File: src/sv/sbg_pkg.sv
// Shared types, constants and the sigmoid point table for the SiLU backward block.
// Used by every module of the block; depends on nothing else.
package sbg_pkg;

  localparam int DATA_WIDTH       = 16;
  localparam int FRAC_BITS        = 12;
  localparam int SIGMOID_SEGMENTS = 64;

  localparam int IDX_BITS  = $clog2(SIGMOID_SEGMENTS);
  localparam int SPAN_BITS = FRAC_BITS + 4;            // span of [-8, 8) is 16 << FRAC_BITS
  localparam int OFF_BITS  = DATA_WIDTH + 2;
  localparam int P_BITS    = SPAN_BITS + IDX_BITS;
  localparam int S28_BITS  = 29;                       // 0 .. 1.0 in Q28
  localparam int TP_BITS   = 46;                       // x times (1 - s)
  localparam int T_BITS    = TP_BITS - FRAC_BITS;
  localparam int OPT_BITS  = 33;                       // 1 + t, |1 + t| < 8 in Q28
  localparam int GP_BITS   = S28_BITS + 1 + OPT_BITS;
  localparam int G_BITS    = 32;                       // |g| < 8 in Q28
  localparam int TERM_PROD_BITS = 48;
  localparam int TERM_BITS = TERM_PROD_BITS - 28;
  localparam int SUM_BITS  = TERM_BITS + 1;

  localparam logic [31:0] ONE31 = 32'h8000_0000;
  localparam logic [S28_BITS-1:0] ONE28 = S28_BITS'(1) << 28;
  localparam logic signed [TERM_PROD_BITS-1:0] ROUND_HALF = TERM_PROD_BITS'(1) << 27;
  localparam logic signed [OFF_BITS-1:0] OFF_BIAS = OFF_BITS'(8) << FRAC_BITS;
  localparam logic signed [OFF_BITS-1:0] OFF_SPAN = OFF_BITS'(1) << SPAN_BITS;
  localparam logic signed [SUM_BITS-1:0] SUM_MAX = SUM_BITS'((1 << (DATA_WIDTH - 1)) - 1);
  localparam logic signed [SUM_BITS-1:0] SUM_MIN = -SUM_MAX - SUM_BITS'(1);

  typedef logic signed [DATA_WIDTH-1:0] word_t;

  // Fields that ride along the pipeline next to the sigmoid datapath.
  typedef struct packed {
    word_t x_value;
    word_t grad_out;
    word_t grad_acc_before;
    logic  last_element;
  } side_t;

  typedef logic [31:0] sig_table_t [0:SIGMOID_SEGMENTS];

  // Unsigned quotient by shift and compare-subtract, used only while the
  // point table is built.
  function automatic logic [63:0] div_u64(logic [63:0] num, logic [63:0] den);
    logic [63:0] quo;
    logic [64:0] rem;
    quo = '0;
    rem = '0;
    for (int b = 63; b >= 0; b--) begin
      rem = {rem[63:0], num[b]};
      if (rem >= {1'b0, den}) begin
        rem    = rem - {1'b0, den};
        quo[b] = 1'b1;
      end
    end
    return quo;
  endfunction

  // Sigmoid at evenly spaced points over [-8, 8], unsigned Q31. Evaluated at
  // elaboration: exp(-|t|) from a quartic of |t|/256, squared eight times.
  function automatic sig_table_t build_sig_table();
    sig_table_t  tbl;
    longint      num;
    logic        neg;
    logic [63:0] mag;
    logic [63:0] u;
    logic [63:0] u2;
    logic [63:0] u3;
    logic [63:0] u4;
    logic [63:0] e;
    logic [63:0] p;
    for (int k = 0; k <= SIGMOID_SEGMENTS; k++) begin
      num = 16 * longint'(k) - 8 * longint'(SIGMOID_SEGMENTS);
      neg = (num < 0);
      mag = neg ? 64'(-num) : 64'(num);
      u   = div_u64(mag << 23, 64'(SIGMOID_SEGMENTS));
      u2  = (u * u) >> 31;
      u3  = (u2 * u) >> 31;
      u4  = (u3 * u) >> 31;
      e   = 64'(ONE31) - u + (u2 >> 1) - div_u64(u3, 64'd6) + div_u64(u4, 64'd24);
      for (int i = 0; i < 8; i++) begin
        e = (e * e) >> 31;
      end
      p = div_u64(64'd1 << 62, 64'(ONE31) + e);
      tbl[k] = neg ? 32'(64'(ONE31) - p) : 32'(p);
    end
    return tbl;
  endfunction

endpackage

File: src/sv/sbg_accum.sv
// Final stage: adds the gradient term to the accumulated gradient and saturates.
// Depends on sbg_pkg for widths, limits and the side-band struct.
module sbg_accum (
  input  logic                                      clk,
  input  logic                                      rst_n,
  input  logic                                      in_valid,
  input  sbg_pkg::side_t                            in_side,
  input  logic signed [sbg_pkg::TERM_PROD_BITS-1:0] in_term_prod,
  output logic                                      out_valid,
  output sbg_pkg::word_t                            out_sum,
  output logic                                      out_sat,
  output logic                                      out_last
);

  logic signed [sbg_pkg::TERM_BITS-1:0] term;
  logic signed [sbg_pkg::SUM_BITS-1:0]  sum;
  logic signed [sbg_pkg::SUM_BITS-1:0]  clip_nxt;
  logic                                 sat_nxt;

  logic           valid_r;
  sbg_pkg::word_t sum_r;
  logic           sat_r;
  logic           last_r;

  assign term = in_term_prod[sbg_pkg::TERM_PROD_BITS-1:28];
  assign sum  = sbg_pkg::SUM_BITS'(in_side.grad_acc_before) + sbg_pkg::SUM_BITS'(term);

  always_comb begin
    priority if (sum > sbg_pkg::SUM_MAX) begin
      clip_nxt = sbg_pkg::SUM_MAX;
      sat_nxt  = 1'b1;
    end else if (sum < sbg_pkg::SUM_MIN) begin
      clip_nxt = sbg_pkg::SUM_MIN;
      sat_nxt  = 1'b1;
    end else begin
      clip_nxt = sum;
      sat_nxt  = 1'b0;
    end
  end

  always_ff @(posedge clk) begin
    if (!rst_n) begin
      valid_r <= 1'b0;
    end else begin
      valid_r <= in_valid;
    end
  end

  always_ff @(posedge clk) begin
    sum_r  <= clip_nxt[sbg_pkg::DATA_WIDTH-1:0];
    sat_r  <= sat_nxt;
    last_r <= in_side.last_element;
  end

  assign out_valid = valid_r;
  assign out_sum   = sum_r;
  assign out_sat   = sat_r;
  assign out_last  = last_r;

endmodule

File: config.mk
export PLATFORM = sky130hd
export DESIGN_NAME = sbg_accum
export DESIGN_NICKNAME = d
export VERILOG_FILES = /design/src/sv/sbg_pkg.sv /design/src/sv/sbg_accum.sv
export SDC_FILE = /design/constraint.sdc
export NUM_CORES = 1
export LEC_CHECK = 0
export BUFFER_PORTS_ARGS = -buffer_cell sky130_fd_sc_hd__buf_2
export CAP_MARGIN = 10
export CORE_ASPECT_RATIO = 1.4
export CORE_MARGIN = 4
export CORE_UTILIZATION = 44
export DETAILED_ROUTE_END_ITERATION = 10
export PLACE_DENSITY = 0.95
export SYNTH_ARGS = -nofsm -noshare
export SYNTH_HDL_FRONTEND = slang
export SYNTH_SLANG_ARGS = --single-unit
export TNS_END_PERCENT = 1
File: constraint.sdc
create_clock -name clk -period 4.25 [get_ports clk]
set_input_delay 0.2125 -clock clk [delete_from_list [all_inputs] [get_ports clk]]
set_output_delay 0.2125 -clock clk [all_outputs]
set_load 0.01 [all_outputs]
# Yosys cells after proc, flatten, opt, wreduce, memory -nomap -nowiden
# Cells that the tools add are included.
# totals
register_bits,19
input_bits,100
wordCells,9
# op_classes
add_sub_neg,1
n_lt_le_gt_ge,2
muxes,2
# op_table
op,count
adder 16 x 20 -> 21 bit,1
"greater-than comparator 21 x 16 -> 1 bit, second input constant",1
"less-than comparator 21 x 16 -> 1 bit, second input constant",1
2-to-1 mux 16 bit,1
2-to-1 mux 1 bit,1

# Depth between registers and ports, before layout
# logic_depth
ltp_word,3
mapped_depth,12

# Least setup slack after synthesis
# Ideal clock, no wire load.
# synth_path
path_kind,input to register
startpoint,input in_side[1] in the netlist's numbering
endpoint,register sum_r[4] (netlist: out_sum[4])
setup_time_ns,0.126
arrival_ns,2.530
slack_ns,1.594
stages,12
cell_sequence,ha_1 inv_1 fa_1 nand2b_1 a21oi_1 o21a_1 or4_1 o211a_1 or3_4 o31ai_4 buf_6 o211ai_1
# synth_between
elab_chain_len,3
elab_cells_between_ends,4
# synth_rtl
element,line,rtl
"start, declared",sbg_accum.sv:7,"input sbg_pkg::side_t in_side,"
adder 16 x 20 -> 21 bit (*),sbg_accum.sv:26,assign sum = sbg_pkg::SUM_BITS'(in_side.grad_acc_before) + sbg_pkg::SUM_BITS'(term);
less-than comparator 21 x 16 -> 1 bit,sbg_accum.sv:32,end else if (sum < sbg_pkg::SUM_MIN) begin
2-to-1 mux 16 bit,sbg_accum.sv:32,
"end signal, assigned",sbg_accum.sv:50,sum_r <= clip_nxt[sbg_pkg::DATA_WIDTH-1:0];
"end, declared",sbg_accum.sv:21,sbg_pkg::word_t sum_r;
# Mark *: on every way between the ends. The rest lies on a longest branch, timed or not.
# A chain may end at the register's enable or synchronous reset.

# Final worst setup path
# layout_path
startpoint,input in_side[1] in the netlist's numbering
endpoint,register sum_r[6] (netlist: out_sum[6])
# The elaborated chain is that of the path after synthesis.

==> metrics.cfg <==
[cts]
clock-sinks=19
cts_tree=yes
cts_hold_buf=0
post-cts-setup-buffer-count=0
cts_root_buf=clkbuf_8
cts_resized=0
path_clk_slew_ns=0.07
htree_levels=1
clock_path_buffers=2
cts-buffers-inserted=3

[die]
die_h_microns=80.2
num_rows=26
start_util=0.454
dieArea_sq_um=4780
io_pins=119
core-area_sq_um=3610
die_x_microns=59.6

[finish]
stdcell_area_sq_um=2000
fillers=326
diodes=0
areaGrowthSynthToFinish_pct=22.3
final_cell_mix=buf_2 (58), a21oi_1 (22), ha_1 (20), dfxtp_1 (19), nand2_1 (17)
post-route-util=0.555
layout_commonest_cell=buf_2
drive_gt1_frac=0.283
layout.nets=376

[global_route]
grt_overflow=0
grtUsageTotal=0.157
antenna_found_initial=0
grt_max_degree=16
grt_pass1_wl_microns=6070
grt_pass1_vias=1498

[yosys]
synth_edf_count=0
synth_area_per_cell_sq_um=8.36
yosysWarningCount=0
async_reset_ff_frac=0
syn_inst=196
synth_area_sq_um=1640
syn_nets=317
synth_seq_cells=19
ys_seq_area_frac=0.232
synth-main-ff-cell=dfxtp_1
synth_cell_types=48

[worst_setup_path]
startpoint_type=input port
cp-end-kind=register
crit_required_ns=4.35
crit_arrival_ns=3.02
path_class=input port to register
worstPathMaxFanout=15

[timing]
period_share=0.687
fin_ws_ns=1.33
slew_headroom=0.482
clock.fmax_mhz=343
whs_ns=0.0625
tightest_slew_ns=0.775
final.setup.tns_ns=0
post-route-min-period_ns=2.92
rsz0062_at_grt=false
final-setup-viol-count=0
hold_violations=0
drv_slew=0

[worst_hold_path]
hold_class=input port to register

[place]
dpl.hpwl_microns=3220
gp_congestion=0.808
port_buffers=58
placed_area_sq_um=1960
dpl_worst_slack_ns=1.07

[detailed_routing]
drc=0
ant_nets=0
dr.pass1.iters=4
dr.first_iter.drc_count=55
viasPerCell=5.65
totalWireLength_microns=3840
wl_per_cell_microns=13.0
vias=1672

[power_and_ir_drop]
power.density_nw_per_um2=316
p_leak_uw=0.000934
ir_worst_vdd_v=0.000288

[flow_run]
cap_viol_max_count=0

[run_status]
status=completed

==> cell usage after synthesis, drive strengths merged (4+ instances only) <==
cell / instances / area share
xnor2: 10 / 0.053
ha: 20 / 0.15
nand2: 17 / 0.039
nor2: 4 / 0.0092
dfxtp: 19 / 0.23
o21ai: 18 / 0.057
o211ai: 6 / 0.027
inv: 11 / 0.025
a21o: 4 / 0.018
nand3: 7 / 0.021
xor2: 5 / 0.027
a21oi: 23 / 0.073
==> registers in the layout, indices dropped and copies added, names as in the netlist <==
signal     cells
out_sum       16
out_valid      1
out_sat        1
out_last       1
==> area by class of cell <==
class / count / area [sq um] / share of cell area
clock buffer: 3 / 41.3 / 0.0206
clock inverter: 1 / 5.00 / 0.00250
inverter: 11 / 41.3 / 0.0206
multi-input combinational: 162 / 1190 / 0.595
sequential: 19 / 380 / 0.190
tap: 42 / 52.6 / 0.0262
timing repair buffer: 58 / 290 / 0.145
==> critical path, stage by stage <==
cell and delay [ns]:
buf_2 0.10, ha_1 0.22, inv_1 0.08, fa_1 0.20
nand2b_1 0.14, a21oi_1 0.09, o21a_1 0.26, or4_1 0.51
o211a_1 0.15, or3_4 0.36, o31ai_4 0.47, o21ai_0 0.22
==> report_power, final <==
group          switching [uW]  total, uW  internal (uW)
Sequential               6.47        218            212
Combinational             168        293            125
Clock                    56.0        121           65.1
==> layer usage <==
layer | GRT usage | vias to the layer above | part of all wire | wire [microns]
met5 | 0 | - | 0 | 0
met4 | 0.0443 | 0 | 0.013 | 48
met3 | 0.0322 | 5 | 0.083 | 319
met2 | 0.300 | 65 | 0.51 | 1970
met1 | 0.168 | 751 | 0.39 | 1500
li1 | - | 851 | - | -
==> through the flow <==
| stage | power, uW | std cells |
|---|---|---|
| 2_1_floorplan | 429 | 196 |
| 3_3_place_gp | 505 | 292 |
| 3_5_place_dp | 516 | 292 |
| 4_1_cts | 635 | 296 |
| 5_1_grt | 677 | 296 |
| 6_report | 632 | 296 |
==> logic make-up (layout without fill, tap and decap cells) <==
group / after synthesis / after routing / synth area share
buffers and inverters: 15 / 73 / 0.0397
xor gates and xnor gates: 15 / 15 / 0.0802
DFF: 19 / 19 / 0.232
AOI/OAI and AO/OA: 76 / 76 / 0.320
and+or+nand+nor: 50 / 50 / 0.163
adders and majority gates: 21 / 21 / 0.165
==> final timing paths <==
| path | start | to | depth (start not counted) |
|---|---|---|---|
| min | in_side[0] | out_last | 1 |
| max | in_side[1] | out_sum[6] | 12 |
Note: power is estimated with default switching activity, not from simulation.
